<file path="config.mk">
export PLATFORM = sky130hd
export DESIGN_NAME = xor_mask_basis_filter
export DESIGN_NICKNAME = d
export VERILOG_FILES = /design/src/sv/xmbf_pkg.sv /design/src/sv/xmbf_ram.sv /design/src/sv/xor_mask_basis_filter.sv
export SDC_FILE = /design/constraint.sdc
export NUM_CORES = 2
export LEC_CHECK = 0
export BUFFER_PORTS_ARGS = -buffer_cell sky130_fd_sc_hd__buf_2
export CORE_MARGIN = 3
export CORE_UTILIZATION = 40
export CTS_CLUSTER_SIZE = 30
export DETAILED_ROUTE_END_ITERATION = 8
export GPL_ROUTABILITY_DRIVEN = 0
export PLACE_DENSITY = 0.51
export SETUP_SLACK_MARGIN = 0.3
export SYNTH_ARGS = -nofsm -noshare
export SYNTH_HDL_FRONTEND = slang
export SYNTH_HIERARCHICAL = 1
export SYNTH_SLANG_ARGS = --single-unit
</file>
<file path="constraint.sdc">
create_clock -name clk -period 12.6 [get_ports clk]
set_input_delay 2.52 -clock clk [delete_from_list [all_inputs] [get_ports clk]]
set_output_delay 2.52 -clock clk [all_outputs]
set_load 0.02 [all_outputs]
</file>
<file path="src/sv/xmbf_pkg.sv">
// Shared constants for the XOR mask basis filter.
// No dependencies; compile this file first.
package xmbf_pkg;

    // Fixed width of the candidate mask port.
    localparam int CAND_W  = 64;

    // Fixed width of the kept-count result field.
    localparam int COUNT_W = 7;

endpackage

</file>
<file path="src/sv/xmbf_ram.sv">
// Generic single-clock RAM with one write port and one registered read port.
// No dependencies.
module xmbf_ram #(
    parameter int WIDTH = 64,
    parameter int DEPTH = 64
) (
    input  logic                     clk,
    input  logic                     wr_en,
    input  logic [$clog2(DEPTH)-1:0] wr_addr,
    input  logic [WIDTH-1:0]         wr_data,
    input  logic                     rd_en,
    input  logic [$clog2(DEPTH)-1:0] rd_addr,
    output logic [WIDTH-1:0]         rd_data
);

    logic [WIDTH-1:0] mem [DEPTH];

    always_ff @(posedge clk)
    begin
        if (wr_en)
        begin
            mem[wr_addr] <= wr_data;
        end
        if (rd_en)
        begin
            rd_data <= mem[rd_addr];
        end
    end

endmodule

</file>
<file path="src/sv/xor_mask_basis_filter.sv">
// An item is first reduced against the stored rows from the top bit down; if accepted, the
// new row (pivot p) is folded into the rows above it, and the result is then posted.
// A new mask is taken only once the result of the last one is posted; the single read
// and single write port of the row RAM let the walk cover one row per cycle. Reset
// clears the pivot valid bits, the kept count and the handshake state at once; the row
// RAM is not cleared, as a row's data is used only while its pivot is valid.
//
// Depends on xmbf_pkg and xmbf_ram.
module xor_mask_basis_filter #(
    parameter int MASK_BITS = 64
) (
    input  logic                        clk,
    input  logic                        rst_n,
    input  logic                        cand_valid,
    output logic                        cand_stall,
    input  logic [xmbf_pkg::CAND_W-1:0] candidate_mask,
    input  logic                        starts_set,
    output logic                        result_valid,
    input  logic                        result_stall,
    output logic                        accepted,
    output logic [xmbf_pkg::COUNT_W-1:0] kept_count
);

    import xmbf_pkg::*;

    // Index width for a row, and width of the kept count (0..MASK_BITS).
    localparam int IW = $clog2(MASK_BITS);
    localparam int CW = $clog2(MASK_BITS + 1);
    localparam logic [IW-1:0] TOP_IDX = IW'(MASK_BITS - 1);

    // The block walks one row per cycle. REDUCE scans the pivots from the top bit
    // down and XORs in each matching row. UPDATE sweeps the rows above the new
    // pivot, clears the pivot bit out of them, and finally writes the new row.
    // FINISH hands the result to the output register.
    typedef enum logic [1:0] {
        S_IDLE,
        S_REDUCE,
        S_UPDATE,
        S_FINISH
    } state_t;

    state_t                state_reg;
    logic [MASK_BITS-1:0]  x_reg;
    logic [IW-1:0]         idx_reg;
    logic [IW-1:0]         piv_reg;
    logic                  found_reg;
    logic                  acc_reg;
    logic [MASK_BITS-1:0]  valid_reg;
    logic [CW-1:0]         size_reg;
    logic                  out_valid_reg;
    logic                  out_acc_reg;
    logic [COUNT_W-1:0]    out_count_reg;

    // RAM ports.
    logic                  ram_wr_en;
    logic [IW-1:0]         ram_wr_addr;
    logic [MASK_BITS-1:0]  ram_wr_data;
    logic                  ram_rd_en;
    logic [IW-1:0]         ram_rd_addr;
    logic [MASK_BITS-1:0]  ram_rd_data;

    logic                  take_cand;
    logic                  out_free;
    logic                  reduce_hit;
    logic                  fold_hit;
    logic [MASK_BITS-1:0]  x_next;
    logic [IW-1:0]         idx_dec;

    assign take_cand = (state_reg == S_IDLE) && cand_valid;
    assign out_free  = !out_valid_reg || !result_stall;
    assign idx_dec   = idx_reg - 1'b1;

    // While reducing, the row read last cycle belongs to pivot idx_reg. Rows above
    // it are already applied, so bit idx_reg of x_reg holds its settled value.
    assign reduce_hit = x_reg[idx_reg] && valid_reg[idx_reg];
    assign x_next     = reduce_hit ? (x_reg ^ ram_rd_data) : x_reg;

    // While updating, a valid row that has the new pivot bit set gets the remainder.
    assign fold_hit = valid_reg[idx_reg] && ram_rd_data[piv_reg];

    // Read address: one row ahead of the row being worked on. A new walk always
    // starts at the top row.
    always_comb
    begin
        ram_rd_en   = 1'b0;
        ram_rd_addr = TOP_IDX;
        case (state_reg)
            S_IDLE:
            begin
                ram_rd_en   = take_cand;
                ram_rd_addr = TOP_IDX;
            end
            S_REDUCE:
            begin
                ram_rd_en   = 1'b1;
                ram_rd_addr = (idx_reg == '0) ? TOP_IDX : idx_dec;
            end
            S_UPDATE:
            begin
                ram_rd_en   = (idx_reg != piv_reg);
                ram_rd_addr = idx_dec;
            end
            default:
            begin
                ram_rd_en   = 1'b0;
                ram_rd_addr = TOP_IDX;
            end
        endcase
    end

    // Write port: the row under the sweep is written back only when it changes,
    // and the new row lands at its pivot on the last update cycle.
    always_comb
    begin
        ram_wr_en   = 1'b0;
        ram_wr_addr = idx_reg;
        ram_wr_data = x_reg;
        if (state_reg == S_UPDATE)
        begin
            if (idx_reg == piv_reg)
            begin
                ram_wr_en   = 1'b1;
                ram_wr_data = x_reg;
            end
            else
            begin
                ram_wr_en   = fold_hit;
                ram_wr_data = ram_rd_data ^ x_reg;
            end
        end
    end

    xmbf_ram #(
        .WIDTH (MASK_BITS),
        .DEPTH (MASK_BITS)
    ) u_rows (
        .clk     (clk),
        .wr_en   (ram_wr_en),
        .wr_addr (ram_wr_addr),
        .wr_data (ram_wr_data),
        .rd_en   (ram_rd_en),
        .rd_addr (ram_rd_addr),
        .rd_data (ram_rd_data)
    );

    always_ff @(posedge clk or negedge rst_n)
    begin
        if (!rst_n)
        begin
            state_reg     <= S_IDLE;
            valid_reg     <= '0;
            size_reg      <= '0;
            found_reg     <= 1'b0;
            acc_reg       <= 1'b0;
            out_valid_reg <= 1'b0;
            idx_reg       <= '0;
            piv_reg       <= '0;
            x_reg         <= '0;
            out_acc_reg   <= 1'b0;
            out_count_reg <= '0;
        end
        else
        begin
            // The output register is refilled from FINISH, and otherwise drains on
            // its own once the beat is taken.
            if ((state_reg == S_FINISH) && out_free)
            begin
                out_valid_reg <= 1'b1;
            end
            else if (out_valid_reg && !result_stall)
            begin
                out_valid_reg <= 1'b0;
            end

            case (state_reg)
                S_IDLE:
                begin
                    if (take_cand)
                    begin
                        x_reg     <= candidate_mask[MASK_BITS-1:0];
                        idx_reg   <= TOP_IDX;
                        found_reg <= 1'b0;
                        if (starts_set)
                        begin
                            valid_reg <= '0;
                            size_reg  <= '0;
                        end
                        state_reg <= S_REDUCE;
                    end
                end

                S_REDUCE:
                begin
                    x_reg <= x_next;
                    // The highest bit that survives with no row of its own is the
                    // pivot of the remainder.
                    if (!found_reg && x_reg[idx_reg] && !valid_reg[idx_reg])
                    begin
                        found_reg <= 1'b1;
                        piv_reg   <= idx_reg;
                    end
                    if (idx_reg == '0)
                    begin
                        idx_reg <= TOP_IDX;
                        if (found_reg || (x_reg[0] && !valid_reg[0]))
                        begin
                            state_reg <= S_UPDATE;
                        end
                        else
                        begin
                            acc_reg   <= 1'b0;
                            state_reg <= S_FINISH;
                        end
                    end
                    else
                    begin
                        idx_reg <= idx_dec;
                    end
                end

                S_UPDATE:
                begin
                    if (idx_reg == piv_reg)
                    begin
                        valid_reg[piv_reg] <= 1'b1;
                        size_reg           <= size_reg + 1'b1;
                        acc_reg            <= 1'b1;
                        state_reg          <= S_FINISH;
                    end
                    else
                    begin
                        idx_reg <= idx_dec;
                    end
                end

                S_FINISH:
                begin
                    if (out_free)
                    begin
                        out_acc_reg   <= acc_reg;
                        out_count_reg <= COUNT_W'(size_reg);
                        state_reg     <= S_IDLE;
                    end
                end

                default:
                begin
                    state_reg <= S_IDLE;
                end
            endcase
        end
    end

    assign cand_stall   = (state_reg != S_IDLE);
    assign result_valid = out_valid_reg;
    assign accepted     = out_acc_reg;
    assign kept_count   = out_count_reg;

    // The kept count always matches the number of pivots in use.
    assert property (@(posedge clk) disable iff (!rst_n)
        $countones(valid_reg) == int'(size_reg))
        else $error("kept count differs from number of valid pivots");

    // The count never passes the mask width.
    assert property (@(posedge clk) disable iff (!rst_n)
        int'(size_reg) <= MASK_BITS)
        else $error("kept count exceeds mask width");

    // A new row is only ever written at a pivot that had no row.
    assert property (@(posedge clk) disable iff (!rst_n)
        (state_reg == S_UPDATE) && (idx_reg == piv_reg) |-> !valid_reg[piv_reg])
        else $error("new row written over an existing pivot");

    // The row being inserted keeps its pivot bit set.
    assert property (@(posedge clk) disable iff (!rst_n)
        (state_reg == S_UPDATE) |-> x_reg[piv_reg])
        else $error("remainder lost its pivot bit");

endmodule
</file>
# ---- Word level (Yosys, flattened, before mapping)
# Memory sizes are Yosys's and may differ from the RTL's. A register that Yosys moved wholly into a read port is not among the register bits.
# Index checks and enable logic that the tools add are counted.
dict set report totals {
  reg_bits 160
  ramBits 4096
  in_bits 69
  out_inout_bits 10
  word_cells 111
  memories 1
}
dict set report op_classes {
  n_addsub 2
  order_cmp 3
  n_eq_ne 14
  muxes 46
  n_bitwise 2
  n_reduce_logical 32
}
# memory depth word_bits rd rd_ports_with_merged_regs write_ports line
set mem_list {}
lappend mem_list {u_rows.mem 64 64 1 1 1 xmbf_ram.sv:16} ;# logic [WIDTH-1:0] mem [DEPTH];
# cell n
set op_table {}
lappend op_table {{$mux W64} 7}
lappend op_table {{$pmux W64 S2} 2}
lappend op_table {{$or A64 B64 Y64} 1}
lappend op_table {{$xor A64 B64 Y64} 1}
lappend op_table {{$mux W7} 3}
lappend op_table {{$bmux W1 S6} 3}
lappend op_table {{$mux W6} 3}
lappend op_table {{$pmux W6 S3} 1}
lappend op_table {{$mux W1} 16}
lappend op_table {{$ne A2 B2 Y1 const B} 8}
lappend op_table {{$lt A6 B7 Y1 const B} 2}
lappend op_table {{$pmux W7 S2} 1}
lappend op_table {{$pmux W6 S2} 1}
lappend op_table {{$reduce_and A4 Y1} 3}
lappend op_table {{$reduce_bool A2 Y1} 5}
lappend op_table {{$logic_and A1 B1 Y1} 9}
lappend op_table {{$reduce_and A3 Y1} 3}
lappend op_table {{$mux W2} 4}
lappend op_table {{$pmux W2 S4} 1}
lappend op_table {{$add A7 B1 Y7 const B} 1}
lappend op_table {{$demux W1 S6} 1}
lappend op_table {{$eq A6 B6 Y1} 1}
lappend op_table {{$ge A6 B1 Y1 const B} 1}
lappend op_table {{$logic_not A6 Y1} 1}
lappend op_table {{12 further kinds} 20}

# ---- Logic depth before layout (Yosys ltp)
dict set report depth {
  ltp_word 7
  depth_mapped 19
  ltp_nobuf 11
}

# ---- By module
# Netlist, hierarchy kept.
# mod instances cells_each area_each_um2 seq_area_each_um2
set modules_own_cells {}
lappend modules_own_cells {xmbf_ram 1 6598 156989.3 124919.8}
lappend modules_own_cells {xor_mask_basis_filter 1 1210 11229.5 4003.8}

# ---- Least setup slack after synthesis
# No wires, ideal clock.
dict set report synth_path {
  path_type {register to register}
  start {register piv_reg[2]}
  end {memory u_rows.mem[48][0] (enable)}
  setup_time_ns 0.564
  arrival_time_ns 6.930
  t_required_ns 12.036
  slack_ns 5.106
  stages_incl_launch_ff 12
  path_buffers 2
  period_less_slack_ns 7.494
  cell_sequence {dfrtp_1 clkbuf_1 clkbuf_1 nor3b_1 a221o_1 a21oi_1 a21boi_0 o211ai_1 a311oi_1 o21a_1 nand4b_1 nor3_1}
}
dict set report synth_between {
  elab_chain_len 7
  elab_cells_between_ends 8
  cone_classes {1 x eq/ne; 6 x mux; 1 x reduce/logical}
}
# element line
set synth_lines {}
lappend synth_lines {{from (decl)} xor_mask_basis_filter.sv:45} ;# logic [IW-1:0] piv_reg;
lappend synth_lines {{from (signal assigned)} xor_mask_basis_filter.sv:200} ;# piv_reg <= idx_reg;
lappend synth_lines {{$bmux W1 S6} xor_mask_basis_filter.sv:79} ;# assign fold_hit = valid_reg[idx_reg] && ram_rd_data[piv_reg];
lappend synth_lines {{$mux W1 (implied by the code)} xor_mask_basis_filter.sv:79}
lappend synth_lines {{$logic_and A1 B1 Y1} xor_mask_basis_filter.sv:79}
lappend synth_lines {{$mux W1 *} xor_mask_basis_filter.sv:120} ;# if (idx_reg == piv_reg)
lappend synth_lines {{$mux W1 *} xor_mask_basis_filter.sv:118} ;# if (state_reg == S_UPDATE)
lappend synth_lines {{net ram_wr_en} xor_mask_basis_filter.sv:55} ;# logic ram_wr_en;
lappend synth_lines {{$mux W1 *} xmbf_ram.sv:20} ;# if (wr_en)
lappend synth_lines {{$mux W1 (implied by the code) *} xmbf_ram.sv:22} ;# mem[wr_addr] <= wr_data;
lappend synth_lines {{to (decl)} xmbf_ram.sv:16}
# The timed path passes the listed nets; every way through them passes the cells marked *. The select of a mux whose other input is x is not followed.

# ---- Final worst setup path
dict set report layout_path {
  start {register idx_reg[0]}
  end {register u_rows.rd_data[5] (read register of u_rows.mem) (data pin)}
}
dict set report layout_between {
  elab_chain_len 3
  elab_cells_between_ends 6
  cone_classes {1 x add/sub; 1 x eq/ne; 3 x mux; 1 x reduce/logical}
}
# element line
set layout_lines {}
lappend layout_lines {{from (decl)} xor_mask_basis_filter.sv:44} ;# logic [IW-1:0] idx_reg;
lappend layout_lines {{from (signal assigned)} xor_mask_basis_filter.sv:217} ;# idx_reg <= idx_dec;
lappend layout_lines {{from (signal assigned)} xor_mask_basis_filter.sv:232} ;# idx_reg <= idx_dec;
lappend layout_lines {{$sub A6 B1 Y6 or $logic_not A6 Y1 (tied branches)} {xor_mask_basis_filter.sv:71, xor_mask_basis_filter.sv:96}}
lappend layout_lines {{$mux W6} xor_mask_basis_filter.sv:96} ;# ram_rd_addr = (idx_reg == '0) ? TOP_IDX : idx_dec;
lappend layout_lines {{$pmux W6 S2 *} xor_mask_basis_filter.sv:87} ;# case (state_reg)
lappend layout_lines {{net ram_rd_addr[0]} xor_mask_basis_filter.sv:59} ;# logic [IW-1:0] ram_rd_addr;
lappend layout_lines {{to (decl)} xmbf_ram.sv:13} ;# output logic [WIDTH-1:0] rd_data
# The timed path passes the listed nets; every way through them passes the cells marked *.
# A chain may end at the register's enable or synchronous reset.

==> flow_summary_export.csv <==
group,metric,value,unit
logic_synthesis,yosys.cell_types.count,78,
floorplanning,die_y,654.5,um
drt,via_count,87178,
cts,cts_setup_buffers,0,
finish,largest_reg_flops,4096,
timing,rsz0062_at_grt,"false",
setup_path,reg2reg_depth,16,
drt,viasPerCell,6.206,
setup_path,reg2reg_slack,5.70,ns
global_routing,top_usage_layer,"met2",
finish,area_delta_synth_final,13.66,%
drt,first_pass_iters,6,
drt,totalWireLength,529.5,mm
floorplanning,ioPinCount,79,
drt,wl_per_cell,37.69,um
timing,setup_ws,5.701,ns
finish,largest-register,"u_rows/mem",
hold_path,min-delay-start,"valid_reg[35]",
flow_run,cap_viol_max_count,0,
global_routing,use_met2,39.08,%
cts,clk_pin_slew,0.06,ns
finish,drive_gt1_share,26.71,%
logic_synthesis,seq_area_frac_synth,76.64,%
setup_path,crit_path_end,"u_rows/rd_data[5]",
floorplanning,rows,237,
setup_path,timing.rr.start,"idx_reg[0]",
drt,drc,0,
setup_path,cp.required,13.27,ns
logic_synthesis,synth_edf_count,4160,
floorplanning,die_w,654.5,um
logic_synthesis,synthArstFlopShare,3.704,%
setup_path,crit_type,"flop to flop",
cts,cts_inserted_buffers,449,
global_routing,grt_max_degree,95,
logic_synthesis,syn_inst,7808,
logic_synthesis,synthFlopType,"edfxtp_1",
global_routing,met1_usage,35.30,%
setup_path,start_kind,"flop",
timing,finalHoldWorstSlack,0.4910,ns
cts,worst_skew_pair.late_latency,1.00,ns
floorplanning,initial_utilization,40.26,%
floorplanning,dieArea,0.4284,mm^2
timing,finalCriticalPeriod,6.899,ns
setup_path,cp.arrival,7.57,ns
finish,mostFrequentLayoutCell,"edfxtp_1",
outcome,status,"finished, final reports clean",
setup_path,end_kind,"flop",
cts,htreeDepth,5,
global_routing,overflow,0,
finish,final_nets,8241,
timing,finalMaxSlewViolations,0,
logic_synthesis,ys_ff_latch,4320,
timing,maxSlewHeadroom,13.62,%
global_routing,grt_pass1_vias,85821,
logic_synthesis,avgSynthCellArea,21.54,um^2
global_routing,antenna_found_initial,37,
timing,fmax,0.1449,GHz
cts,cts_hold_repair.buffers,0,
cts,clock-sinks,4320,
global_routing,grt_usage,24.54,%
cts,clockBufferDepth,4,
timing,setup_violations,0,
placed_design,dp_hpwl,294.0,mm
timing,skew,0.06768,ns
global_routing,met3_usage,4.131,%
placed_design,port_buffers,78,
timing,finalHoldViolations,0,
setup_path,critPathMaxFanout,34,
finish,final_cell_mix,"edfxtp_1, mux4_2, clkbuf_16",
timing,setup_tns,0,ns
logic_synthesis,syn_area,0.1682,mm^2
cts,cts_resized,0,
timing,timing.final.crit_share,54.76,%
cts,cts_tree,"built",
timing,tightest_slew,1.296,ns
drt,ant_nets,0,
drt,dr.first_iter.drc_count,11853,
logic_synthesis,yosysWarnings,6,
placed_design,pre_cts_ws,5.669,ns
logic_synthesis,synth_nets,7883,
setup_path,critPathLaunch,"idx_reg[0]",
cts,root_buffer,"clkbuf_16",
hold_path,hold_path_class,"flop to flop",
setup_path,regToRegEndpoint,"u_rows/rd_data[5]",
global_routing,grt_pass1_wl,728.0,mm
floorplanning,core_area,0.4178,mm^2
==> critical path, stage by stage, from the launching register on <==
cell and delay [ns]:
dfrtp_2 0.64, buf_4 0.41, inv_1 0.21, ha_1 0.23
nand2_1 0.14, nor2_1 0.27, a21boi_0 0.37, o21ai_4 0.25
buf_4 0.58, buf_4 0.68, buf_4 0.65, buf_4 0.65
mux4_2 0.59, mux2i_1 0.29, o22ai_1 0.14, a41oi_1 0.29
a211oi_1 0.07
==> synth_stat cells, types with 8 or more instances <==
| library cell | count | area [um^2] |
|---|---|---|
| or3_1 | 87 | 544.3 |
| nand3_1 | 58 | 290.3 |
| inv_1 | 28 | 105.1 |
| nand2_1 | 154 | 578.1 |
| and2_1 | 8 | 50.05 |
| a21oi_1 | 83 | 415.4 |
| buf_2 | 180 | 900.9 |
| mux2_2 | 18 | 202.7 |
| clkbuf_1 | 200 | 750.7 |
| buf_4 | 38 | 285.3 |
| edfxtp_1 | 4160 | 124900 |
| a2bb2oi_1 | 20 | 175.2 |
| and3_1 | 66 | 412.9 |
| mux4_2 | 1046 | 23560 |
| o221ai_1 | 97 | 849.6 |
| o22ai_1 | 89 | 556.8 |
| o21ai_0 | 26 | 130.1 |
| nor2b_1 | 33 | 206.5 |
| buf_1 | 27 | 101.4 |
| a31oi_1 | 23 | 143.9 |
| a22oi_1 | 171 | 1284 |
| nor3_1 | 15 | 75.07 |
| nor2_1 | 264 | 991.0 |
| a211oi_1 | 71 | 533.0 |
| nand4_1 | 67 | 419.2 |
| xnor2_1 | 67 | 586.8 |
| buf_6 | 10 | 112.6 |
| a41oi_1 | 26 | 227.7 |
| nand2b_1 | 74 | 462.9 |
| dfrtp_1 | 160 | 4004 |
| a22o_1 | 90 | 788.3 |
| mux2i_1 | 218 | 2182 |
| or2_2 | 29 | 181.4 |
==> routing by layer <==
| layer | up-vias | routed length [um] | part of all wire (%) |
|---|---|---|---|
| met5 | - | 13 | 0.0025 |
| li1 | 33781 | - | - |
| met1 | 48809 | 221800 | 42 |
| met2 | 3949 | 251600 | 48 |
| met4 | 2 | 14250 | 2.7 |
| met3 | 637 | 41790 | 7.9 |
==> logic make-up after synthesis <==
kind of cell               synth area share, %
DFF                                      76.64
muxes                                    15.57
and+or+nand+nor                          2.677
AOI/OAI and AO/OA                        3.233
buffers and inverters                    1.454
xor gates and xnor gates                0.3853
adders and majority gates              0.04463
==> worst min-delay path by stage <==
stage | endpoint | cells after the start | slack (ns)
4_1_cts | valid_reg[35] | 2 | 0.49
6_report | valid_reg[35] | 2 | 0.49
5_1_grt | valid_reg[2] | 2 | 0.52
2_1_floorplan | valid_reg[35] | 2 | 0.45
3_3_place_gp | valid_reg[26] | 2 | 0.47
3_5_place_dp | valid_reg[35] | 2 | 0.48
==> cell type report <==
type	instances	area, um^2
inverters	31	116.4
clock inverters	273	2566
clock buffers	548	11760
well taps	5497	6878
diodes	15	37.54
flip-flops and latches	4320	128900
repair buffers	373	2874
fillers	34715	226600
multi-input cells	2991	38050
==> per-stage QoR <==
stage,area [um^2],util (%),instances
after global placement,176800,42.33,13212
final,191200,45.76,14048
after global routing,191200,45.75,14035
after CTS,191200,45.75,14033
after floorplan,168200,-,7808
after detailed placement,176800,42.33,13212
Power is not shown: default switching activity piles up to over one toggle a cycle in this logic, so the estimate is an artifact.
